--- src/qacb_pkg.sv ---
package qacb_pkg;

    localparam int MAX_SIDE = 8;
    localparam int ROW_W    = (MAX_SIDE > 1) ? $clog2(MAX_SIDE) : 1;
    localparam int CNT_W    = 8;
    localparam int SIDE_W   = 4;
    localparam int POS_W    = 3;
    // wide enough for side, positions and MAX_SIDE in compares
    localparam int EXT_W    = 6;
    localparam int ADDR_W   = 3;
    localparam int DATA_W   = 32;

    localparam logic [SIDE_W-1:0] SIDE_RESET = SIDE_W'(8);
    localparam logic              REG_SIDE   = 1'b0;

    typedef enum logic [1:0] {
        OP_QUERY  = 2'd0,
        OP_PLACE  = 2'd1,
        OP_REMOVE = 2'd2,
        OP_CLEAR  = 2'd3
    } op_t;

    typedef logic signed [CNT_W-1:0] cnt_t;
    typedef logic signed [EXT_W:0]   dist_t;

    localparam cnt_t CNT_MAX = cnt_t'((2 ** (CNT_W - 1)) - 1);
    localparam cnt_t CNT_MIN = cnt_t'(-(2 ** (CNT_W - 1)));

    // one board row: queen flags and attack counts
    typedef struct packed {
        logic [MAX_SIDE-1:0] queen;
        cnt_t [MAX_SIDE-1:0] count;
    } row_t;

    typedef struct packed {
        logic load_item;
        logic clear;
        logic rd_item_row;
        logic eval;
        logic walk_start;
        logic walk_step;
        logic load_out;
    } cmd_t;

    typedef struct packed {
        logic in_clear;
        logic modify;
        logic walk_last;
        logic out_free;
    } stat_t;

endpackage

--- src/queen_attack_count_board.sv ---
// Attack-count board for N-queens search.
// Input channel (in_valid/in_ready) takes one item: op, col, row, check.
// Output channel (out_valid/out_ready) returns one item per input item:
// status, square_count (before the op) and queen_here.
// side is set over the APB port at address 0; write it only while idle.
// After acceptance an item passes the read and evaluate states; a place or
// remove that changes the board then walks every row of the side, one board row
// per cycle through the row memory, before the result is loaded. One item is
// in work at a time; the next item is taken the cycle after the result is
// loaded.
// The result sits in an output register: a stalled receiver holds it, and
// the block still takes and works the next item, waiting only to load its
// result until the register frees.
// Reset clears the board (per-row valid flags, no sweep), sets side to 8
// and empties the output register.
module queen_attack_count_board (
    input  logic                           clk,
    input  logic                           rst_n,
    input  logic                           psel,
    input  logic                           penable,
    input  logic                           pwrite,
    input  logic [qacb_pkg::ADDR_W-1:0]    paddr,
    input  logic [qacb_pkg::DATA_W-1:0]    pwdata,
    output logic [qacb_pkg::DATA_W-1:0]    prdata,
    output logic                           pready,
    input  logic                           in_valid,
    output logic                           in_ready,
    input  logic [1:0]                     op,
    input  logic [qacb_pkg::POS_W-1:0]     col,
    input  logic [qacb_pkg::POS_W-1:0]     row,
    input  logic                           check,
    output logic                           out_valid,
    input  logic                           out_ready,
    output logic                           status,
    output logic signed [7:0]              square_count,
    output logic                           queen_here
);
    import qacb_pkg::*;

    cmd_t  cmd;
    stat_t stat;

    assign pready = 1'b1;

    qacb_ctrl u_ctrl (
        .clk      (clk),
        .rst_n    (rst_n),
        .in_valid (in_valid),
        .in_ready (in_ready),
        .stat     (stat),
        .cmd      (cmd)
    );

    qacb_dp u_dp (
        .clk          (clk),
        .rst_n        (rst_n),
        .psel         (psel),
        .penable      (penable),
        .pwrite       (pwrite),
        .paddr        (paddr),
        .pwdata       (pwdata),
        .prdata       (prdata),
        .op           (op),
        .col          (col),
        .row          (row),
        .check        (check),
        .out_valid    (out_valid),
        .out_ready    (out_ready),
        .status       (status),
        .square_count (square_count),
        .queen_here   (queen_here),
        .cmd          (cmd),
        .stat         (stat)
    );

endmodule

--- src/qacb_dp.sv ---
module qacb_dp (
    input  logic                           clk,
    input  logic                           rst_n,
    input  logic                           psel,
    input  logic                           penable,
    input  logic                           pwrite,
    input  logic [qacb_pkg::ADDR_W-1:0]    paddr,
    input  logic [qacb_pkg::DATA_W-1:0]    pwdata,
    output logic [qacb_pkg::DATA_W-1:0]    prdata,
    input  logic [1:0]                     op,
    input  logic [qacb_pkg::POS_W-1:0]     col,
    input  logic [qacb_pkg::POS_W-1:0]     row,
    input  logic                           check,
    output logic                           out_valid,
    input  logic                           out_ready,
    output logic                           status,
    output logic signed [7:0]              square_count,
    output logic                           queen_here,
    input  qacb_pkg::cmd_t                 cmd,
    output qacb_pkg::stat_t                stat
);
    import qacb_pkg::*;

    logic [SIDE_W-1:0]   side_reg;
    logic [EXT_W-1:0]    side_ext;
    logic [EXT_W-1:0]    eff_side;
    logic                cfg_wr;

    op_t                 op_reg;
    logic [POS_W-1:0]    x_reg;
    logic [POS_W-1:0]    y_reg;
    logic                chk_reg;
    logic                on_board;

    row_t                mem [MAX_SIDE];
    logic [MAX_SIDE-1:0] row_valid_reg;
    row_t                rd_data_reg;
    logic                rd_en;
    logic [ROW_W-1:0]    rd_addr;
    logic [ROW_W-1:0]    walk_row_reg;
    row_t                row_new;

    cnt_t                cur_cnt;
    logic                cur_q;
    logic                res_status;
    cnt_t                res_cnt;
    logic                res_q;
    logic                modify;
    logic                res_status_reg;
    cnt_t                res_cnt_reg;
    logic                res_q_reg;

    logic                out_valid_reg;
    logic                out_status_reg;
    cnt_t                out_cnt_reg;
    logic                out_q_reg;

    // configuration
    assign cfg_wr = psel && penable && pwrite && (paddr[ADDR_W-1] == REG_SIDE);
    assign prdata = (paddr[ADDR_W-1] == REG_SIDE) ? DATA_W'(side_reg) : '0;

    always_ff @(posedge clk or negedge rst_n)
    begin
        if (!rst_n)
        begin
            side_reg <= SIDE_RESET;
        end
        else if (cfg_wr)
        begin
            side_reg <= pwdata[SIDE_W-1:0];
        end
    end

    assign side_ext = EXT_W'(side_reg);
    assign eff_side = (side_ext == '0) ? EXT_W'(1) :
                      ((side_ext > EXT_W'(MAX_SIDE)) ? EXT_W'(MAX_SIDE) : side_ext);

    // item registers
    always_ff @(posedge clk)
    begin
        if (cmd.load_item)
        begin
            op_reg  <= op_t'(op);
            x_reg   <= col;
            y_reg   <= row;
            chk_reg <= check;
        end
    end

    assign on_board = (EXT_W'(x_reg) < eff_side) && (EXT_W'(y_reg) < eff_side);

    // row memory: one read, one write per cycle
    assign stat.walk_last = (EXT_W'(walk_row_reg) + EXT_W'(1)) == eff_side;
    assign rd_en   = cmd.rd_item_row || cmd.walk_start || (cmd.walk_step && !stat.walk_last);
    assign rd_addr = cmd.rd_item_row ? ROW_W'(y_reg) :
                     (cmd.walk_start ? '0 : walk_row_reg + ROW_W'(1));

    always_ff @(posedge clk)
    begin
        if (rd_en)
        begin
            rd_data_reg <= row_valid_reg[rd_addr] ? mem[rd_addr] : '0;
        end
        if (cmd.walk_step)
        begin
            mem[walk_row_reg] <= row_new;
        end
    end

    always_ff @(posedge clk or negedge rst_n)
    begin
        if (!rst_n)
        begin
            row_valid_reg <= '0;
            walk_row_reg  <= '0;
        end
        else
        begin
            if (cmd.clear)
            begin
                row_valid_reg <= '0;
            end
            else if (cmd.walk_step)
            begin
                row_valid_reg[walk_row_reg] <= 1'b1;
            end
            if (cmd.walk_start)
            begin
                walk_row_reg <= '0;
            end
            else if (cmd.walk_step)
            begin
                walk_row_reg <= walk_row_reg + ROW_W'(1);
            end
        end
    end

    // update of the row under walk: row, column and both diagonals
    always_comb
    begin
        dist_t dj;
        dist_t di;
        logic  hit;
        logic  inc;
        cnt_t  c;
        dj      = dist_t'(walk_row_reg) - dist_t'(y_reg);
        inc     = (op_reg == OP_PLACE);
        row_new = rd_data_reg;
        for (int i = 0; i < MAX_SIDE; i++)
        begin
            di  = dist_t'(i) - dist_t'(x_reg);
            hit = (EXT_W'(i) < eff_side) &&
                  (di == '0 || dj == '0 || di == dj || di == -dj);
            c   = rd_data_reg.count[i];
            if (hit)
            begin
                if (inc && c != CNT_MAX)
                begin
                    row_new.count[i] = c + cnt_t'(1);
                end
                else if (!inc && c != CNT_MIN)
                begin
                    row_new.count[i] = c - cnt_t'(1);
                end
            end
        end
        if (dj == '0)
        begin
            row_new.queen[ROW_W'(x_reg)] = inc;
        end
    end

    // result of the addressed square
    assign cur_cnt = rd_data_reg.count[ROW_W'(x_reg)];
    assign cur_q   = rd_data_reg.queen[ROW_W'(x_reg)];

    always_comb
    begin
        res_status = 1'b0;
        res_cnt    = cur_cnt;
        res_q      = cur_q;
        modify     = 1'b0;
        if (!on_board)
        begin
            // clear still succeeds off the board
            res_status = (op_reg != OP_CLEAR);
            res_cnt    = '0;
            res_q      = 1'b0;
        end
        else
        begin
            case (op_reg)
                OP_QUERY:
                begin
                    res_status = (cur_cnt > cnt_t'(0));
                end
                OP_PLACE:
                begin
                    res_status = chk_reg && (cur_cnt > cnt_t'(0));
                    modify     = !res_status;
                end
                OP_REMOVE:
                begin
                    res_status = chk_reg && !cur_q;
                    modify     = !res_status;
                end
                default:
                begin
                    res_status = 1'b0;
                end
            endcase
        end
    end

    assign stat.modify   = modify;
    assign stat.in_clear = (op_reg == OP_CLEAR);

    always_ff @(posedge clk)
    begin
        if (cmd.eval)
        begin
            res_status_reg <= res_status;
            res_cnt_reg    <= res_cnt;
            res_q_reg      <= res_q;
        end
    end

    // output register
    assign stat.out_free = !out_valid_reg || out_ready;

    always_ff @(posedge clk or negedge rst_n)
    begin
        if (!rst_n)
        begin
            out_valid_reg <= 1'b0;
        end
        else if (cmd.load_out)
        begin
            out_valid_reg <= 1'b1;
        end
        else if (out_ready)
        begin
            out_valid_reg <= 1'b0;
        end
    end

    always_ff @(posedge clk)
    begin
        if (cmd.load_out)
        begin
            out_status_reg <= res_status_reg;
            out_cnt_reg    <= res_cnt_reg;
            out_q_reg      <= res_q_reg;
        end
    end

    assign out_valid    = out_valid_reg;
    assign status       = out_status_reg;
    assign square_count = out_cnt_reg;
    assign queen_here   = out_q_reg;

endmodule

--- src/qacb_ctrl.sv ---
module qacb_ctrl (
    input  logic            clk,
    input  logic            rst_n,
    input  logic            in_valid,
    output logic            in_ready,
    input  qacb_pkg::stat_t stat,
    output qacb_pkg::cmd_t  cmd
);
    import qacb_pkg::*;

    typedef enum logic [2:0] {
        ST_IDLE,
        ST_READ,
        ST_EVAL,
        ST_WALK,
        ST_RESP
    } state_t;

    state_t state_reg;
    state_t state_next;

    always_comb
    begin
        cmd        = '0;
        state_next = state_reg;
        case (state_reg)
            ST_IDLE:
            begin
                if (in_valid)
                begin
                    cmd.load_item = 1'b1;
                    state_next    = ST_READ;
                end
            end
            ST_READ:
            begin
                cmd.rd_item_row = 1'b1;
                state_next      = ST_EVAL;
            end
            ST_EVAL:
            begin
                cmd.eval = 1'b1;
                // clear reports the addressed square before wiping the board
                if (stat.in_clear)
                begin
                    cmd.clear  = 1'b1;
                    state_next = ST_RESP;
                end
                else if (stat.modify)
                begin
                    cmd.walk_start = 1'b1;
                    state_next     = ST_WALK;
                end
                else
                begin
                    state_next = ST_RESP;
                end
            end
            ST_WALK:
            begin
                cmd.walk_step = 1'b1;
                if (stat.walk_last)
                begin
                    state_next = ST_RESP;
                end
            end
            ST_RESP:
            begin
                if (stat.out_free)
                begin
                    cmd.load_out = 1'b1;
                    state_next   = ST_IDLE;
                end
            end
            default:
            begin
                state_next = ST_IDLE;
            end
        endcase
    end

    always_ff @(posedge clk or negedge rst_n)
    begin
        if (!rst_n)
        begin
            state_reg <= ST_IDLE;
        end
        else
        begin
            state_reg <= state_next;
        end
    end

    assign in_ready = (state_reg == ST_IDLE);

endmodule

--- config.mk ---
export PLATFORM = sky130hd
export DESIGN_NAME = queen_attack_count_board
export DESIGN_NICKNAME = d
export VERILOG_FILES = /design/src/qacb_pkg.sv /design/src/queen_attack_count_board.sv /design/src/qacb_dp.sv /design/src/qacb_ctrl.sv
export SDC_FILE = /design/constraint.sdc
export NUM_CORES = 1
export LEC_CHECK = 0
export ABC_AREA = 1
export ABC_CLOCK_PERIOD_IN_PS = 15400
export BUFFER_PORTS_ARGS = -buffer_cell sky130_fd_sc_hd__buf_2
export CORE_AREA = 2 2 296 269
export CTS_CLUSTER_DIAMETER = 60
export CTS_CLUSTER_SIZE = 25
export DETAILED_ROUTE_END_ITERATION = 16
export DIE_AREA = 0 0 298 271
export PLACE_DENSITY = 0.65
export SYNTH_ARGS = -nofsm -noshare
export SYNTH_HDL_FRONTEND = slang
export SYNTH_HIERARCHICAL = 1
export SYNTH_SLANG_ARGS = --single-unit
--- constraint.sdc ---
create_clock -name clk -period 15.4 [get_ports clk]
set_clock_uncertainty 0.1 [all_clocks]
set_input_delay 1.54 -clock clk [delete_from_list [all_inputs] [get_ports clk]]
set_output_delay 1.54 -clock clk [all_outputs]
set_load 0.02 [all_outputs]
# Yosys cells after proc, flatten, opt, wreduce, memory -nomap -nowiden

Memories as Yosys holds them, arrays and structs flattened. A register that Yosys moved wholly into a read port is not among the register bits.
Cells that the tools add are included.

Multiplexer cells: 70
Equality and inequality tests: 44
Multiply operators: 0
Shifts and indexed selects: 0
Reduce and logical (&&, ||, !) cells: 83
Divide/modulo/power cells: 0
Bitwise logic cells: 2
$add $sub $neg: 28
Magnitude comparators: 17

Operators by type and width:

| operator                                                    | number |
|---|---|
| 2-to-1 mux 8 bit                                            | 28 |
| != test 8 bit (second input constant)                       | 16 |
| equality test 7 bit                                         | 16 |
| adder 8 x 2 -> 8 bit (second input constant)                | 8 |
| subtractor 8 x 2 -> 8 bit (second input constant)           | 8 |
| zero test 7 bit                                             | 9 |
| logical AND 1 bit                                           | 33 |
| logical OR 1 bit                                            | 27 |
| 2-to-1 mux 3 bit                                            | 9 |
| binary-select mux 8 bit (select 3 bit)                      | 1 |
| less-than comparator 3 x 6 -> 1 bit (first input constant)  | 4 |
| 2-to-1 mux 1 bit                                            | 20 |
| subtractor 3 x 3 -> 4 bit (first input constant)            | 4 |
| one-hot mux 3 bit (5 select lines)                          | 1 |
| less-than comparator 1 x 6 -> 1 bit (first input constant)  | 2 |
| less-than comparator 2 x 6 -> 1 bit (first input constant)  | 2 |
| less-than comparator 3 x 4 -> 1 bit (second input constant) | 3 |
| less-than comparator 3 x 6 -> 1 bit                         | 2 |
| bitwise mux 8 bit                                           | 1 |
| > comparator 8 x 1 -> 1 bit (second input constant)         | 1 |
| 2-to-1 mux 4 bit                                            | 2 |
| OR 8 bit                                                    | 1 |
| subtractor 1 x 3 -> 4 bit (first input constant)            | 2 |
| subtractor 2 x 3 -> 4 bit (first input constant)            | 2 |
| other kinds (27)                                            | 42 |

Bits in read-only memories: 0
Output and inout bits: 45
RAM bits: 576
Word-level logic and storage cells: 260
Bits in registers: 48
Bits in latches: 0
Input port bits: 51
Memories kept: 1

Memory list:

| memory   | words | width | read ports | clocked after memory_dff | write ports | line          | RTL |
|---|---|---|---|---|---|---|---|
| u_dp.mem | 8     | 72    | 1          | 1                        | 1           | qacb_dp.sv:35 | `row_t mem [MAX_SIDE];` |

# Logic depth before layout (Yosys ltp)

Depth after elaboration: 15
Gate-level depth with buffers: 28
Depth with buffers taken out: 24

# Hierarchy

The synthesis kept the hierarchy.

By module, submodules not included:

| module                   | cells an instance | area each (µm²) | times used | sequential area each (µm²) |
|---|---|---|---|---|
| qacb_dp                  | 3533              | 34490.6         | 1          | 20731.1 |
| qacb_ctrl                | 37                | 225.2           | 1          | 75.1 |
| queen_attack_count_board | 2                 | 11.3            | 1          | 0.0 |

# Least setup slack after synthesis

No wires, ideal clock.

Path kind: register to register
Start: reg u_dp.side_reg[3]
End: reg u_dp/rd_data_reg[0] (netlist name)
Cell stages (with the launch flop): 9
Setup slack: 8.334 ns
Setup time: 0.601 ns
Data required time: 14.699 ns
Arrival time: 6.365 ns
Clock period less this slack: 7.066 ns
Cells stage by stage: dfstp_2 -> buf_4 -> clkinv_1 -> nand2_1 -> nand2_2 -> xor2_1 -> o2111ai_1 -> inv_1 -> o21ai_0

RTL lines:

| item                   | line          | RTL |
|---|---|---|
| start, declared        | qacb_dp.sv:24 | `logic [SIDE_W-1:0] side_reg;` |
| start signal, assigned | qacb_dp.sv:70 | `side_reg <= pwdata[SIDE_W-1:0];` |

==> metrics.sh <==
OUTCOME='finished, final reports clean'
POWER-PER-CELL-AREA_nW_PER_UM2=233
WORST_SETUP_PATH_STARTPOINT='u_dp/x_reg[0]$_DFFE_PP_'
FMAX_GHz=0.146
SYNTH-EDFF-COUNT=677
YOSYSTOPAREACELL='edfxtp_1'
CRIT-REG2REG-LAUNCH='u_dp/x_reg[0]$_DFFE_PP_'
TNS_PS=0
DRT_WL_TOTAL_MM=76.3
POST_CTS_RESIZED=0
LARGEST_REG_FLOPS=576
FINAL-MAX-SLEW-VIOLATION-COUNT=0
CTS.PATH.MAX_BUFFERS=3
VIAS_IN_THE_FIRST_GLOBAL_ROUTE=21600
HOLDWS_PS=324
DRT-INITIAL-DRC-COUNT=1967
START_KIND='flip-flop'
COUNT_OF_DISTINCT_CELL_TYPES_IN_THE_SYNTHESIZED_NETLIST=49
FINALPOWER_W=0.00871
ROUTED-VIA-COUNT=23500
NUM-FILL-CELLS=7119
VDD_DROP_MAX_mV=0.281
SLEW_HEADROOM_PCT=20.5
CORE.ROWCOUNT=97
HOLD-PATH-CELL-COUNT=0
DIE_W_UM=298
NUM_IO_PINS=96
INITIAL_UTILIZATION_PCT=44.8
ARRIVAL_PS=7150
NNETSFINAL=3629
RSZ0062_AT_GRT='no'
CTS.REPORTEDPATHS.CLKPINSLEW_PS=90
POSTSYNTHCELLCOUNT=3572
ANTENNA_CELLS=0
FLOW.AREA_GROWTH_FROM_SYNTHESIS_PCT=7.56
SYNTH.YOSYS.WARNINGS=6
FINALSETUPVIOLATIONS=0
MOST_COMMON_CELL_AFTER_LAYOUT_FILL_AND_TAPS_ASIDE='nand2_1'
PROPORTION_OF_LAYOUT_CELLS_WITH_A_DRIVE_SUFFIX_ABOVE_1_PCT=7.66
GRT-OVFL-TOTAL=0
REG2REG_SLACK_PS=8540
YS_DOMINANT_REG_CELL='edfxtp_1'
WORSTSKEWPAIRLATENCY_PS=620
DETAILEDROUTE.FIRSTPASSITERATIONCOUNT=5
SYNTHESIS.AREA_UM2=34700
GRT_PASS1_WL_MM=120
DP_HPWL_MM=44.6
TIMING.FINAL.HOLD_VIOLATIONS=0
PLACE_INST=4518
CTS_POST_SETUP_BUFFERS_INSERTED=0
GP_CONGESTION=0.918
CLOCK-SINKS=696
CRITICAL_PATH_REQUIRED_PS=15690
SLEW_AT_THE_PIN_CLOSEST_TO_ITS_MAX_SLEW_LIMIT_PS=1180
TIMING.REG2REG.WORST_PATH_DEPTH=26
MOST-COMMON-LAYOUT-CELLS='nand2_1, edfxtp_1, inv_1'
STDCELL_COUNT=4604
TRITONCTS='done'
NETLIST_TOP_CELLS_AREA='edfxtp_1, nand2_1, inv_1'
POSTSYNTHREGISTERBITS=696
CTS_MAX_LEVEL=2
ASYNC_FLOP_SHARE_PCT=2.73
WL_PER_CELL_UM=16.6
DETAIL_ROUTE.DRC_VIOLATIONS=0
ANTENNA_VIOLATIONS_BEFORE_REPAIR=0
FINALCRITICALPERIOD_PS=6860
AREA_TAKEN_BY_FLIP_FLOPS_AND_LATCHES_UM2=20800
CRITICAL_PATH_PEAK_FANOUT=244
PIN_COUNT_OF_THE_BIGGEST_NET_ENTERING_GLOBAL_ROUTING=245
BUFFER_PORTS.INSERTED=36
YOSYSSEQAREASHARE_PCT=59.9
CRIT_PATH_END_KIND='flip-flop'
ENDPOINT='u_dp/rd_data_reg[46]$_SDFFCE_PN0P_'
GRT_USAGE_PCT=18.7
POSTROUTEANTENNANETS=0
TIMING.RR.END='u_dp/rd_data_reg[46]$_SDFFCE_PN0P_'
CRITICAL_PATH_CLASS='flip-flop to flip-flop'
HOLD_CLASS='flip-flop to flip-flop'
SYNTHESIS.AREA_PER_INSTANCE_UM2=9.72
DIE_H_UM=271
VIAS_PER_CELL=5.09
NUMCTSBUFFERS=46
MULTI_INPUT_AREA_UM2=10900
DIE-AREA_UM2=80800
P_LEAK_nW=15.2
TIMING.FINAL.CRIT_SHARE_PCT=44.5
FLOORPLAN.CORE_AREA_UM2=77400
DRV.MAX_CAP_VIOLATION_COUNT=0
SYNTH.TOP_CELL.AREA_SHARE_PCT=58.5
POST_CTS_HOLD_BUFFER_COUNT=0
CTS.ROOT.BUFFER_CELL='clkbuf_16'
==> per-layer routing <==
metal / GRT usage, % / share of wire [%]
met5: 0 / 0
met4: 4.67 / 2.0
met3: 2.62 / 6.5
met2: 29.8 / 45
met1: 27.0 / 46
==> through the flow <==
stage,setup slack (ps),instance area (µm²),utilization (%)
after floorplan,8330,34800,-
after global placement,8930,35700,46.1
after detailed placement,8870,35700,46.1
after CTS,8830,37400,48.2
after global routing,8030,37400,48.2
final,8540,37400,48.2
==> cell usage after synthesis (all sizes together), types with 4 or more instances <==
cell type  number
nand3         175
o211ai         80
a21oi         247
dfrtp          18
a21boi          4
clkinv         16
nor3           16
o21ai         434
nand4          10
nand2         719
inv           585
mux2i           6
xnor2          14
o31ai           4
xor2           82
clkbuf         61
ha             50
buf           128
o21a           73
edfxtp        677
nor2          155
==> critical path, cell delays in order (launching register included) <==
cell,delay [ps]
edfxtp_1,360
buf_4,520
inv_2,470
nand2_1,260
nand3_1,170
nand3_1,120
nand2_1,170
nand2_1,110
nor2_1,40
nand2_1,80
nand3_1,90
nand2_1,80
a21oi_1,110
nand4_1,170
inv_1,80
nor2_1,260
inv_2,110
o22ai_4,140
buf_4,580
buf_4,810
buf_12,560
a21oi_1,140
o21a_1,150
o21ai_0,130
o21ai_0,130
nand2_1,160
inv_2,30
==> where the power goes <==
| part | internal (W) | total (W) | switching [W] |
|---|---|---|---|
| Clock | 0.000632 | 0.00134 | 0.000707 |
| Combinational | 0.00123 | 0.00428 | 0.00305 |
| Sequential | 0.00290 | 0.00309 | 0.000197 |
==> cells by family after synthesis <==
logic type	after synthesis	synth area share (%)
and+or+nand+nor	1080	12.7
AOI/OAI and AO/OA	851	13.7
buffers and inverters	790	9.28
DFF	696	59.9
xor gates and xnor gates	96	2.42
adders and majority gates	51	1.86
muxes	6	0.173
other	2	0.0216
==> worst min path at each step <==
stage / end / slack (ps) / from
6_report: u_dp/square_count[4]$_DFFE_PP_ / 320 / u_dp/res_cnt_reg[4]$_SDFFCE_PN0P_
5_1_grt: u_dp/square_count[7]$_DFFE_PP_ / 330 / u_dp/res_cnt_reg[7]$_SDFFCE_PN0P_
4_1_cts: u_dp/square_count[5]$_DFFE_PP_ / 330 / u_dp/res_cnt_reg[5]$_SDFFCE_PN0P_
3_5_place_dp: u_dp/square_count[5]$_DFFE_PP_ / 310 / u_dp/res_cnt_reg[5]$_SDFFCE_PN0P_
3_3_place_gp: u_dp/status$_DFFE_PP_ / 300 / u_dp/res_status_reg$_DFFE_PP_
2_1_floorplan: u_dp/queen_here$_DFFE_PP_ / 300 / u_dp/res_q_reg$_SDFFCE_PN0P_
==> layout make-up <==
cell class / count / area share [%]
Sequential cell: 696 / 55.7
Multi-Input combinational cell: 2113 / 29.2
Inverter: 601 / 6.04
Tap cell: 1039 / 3.48
Clock buffer: 51 / 3.33
Timing Repair Buffer: 69 / 1.21
Clock inverter: 35 / 1.05
(Power assumes the default switching activity.)
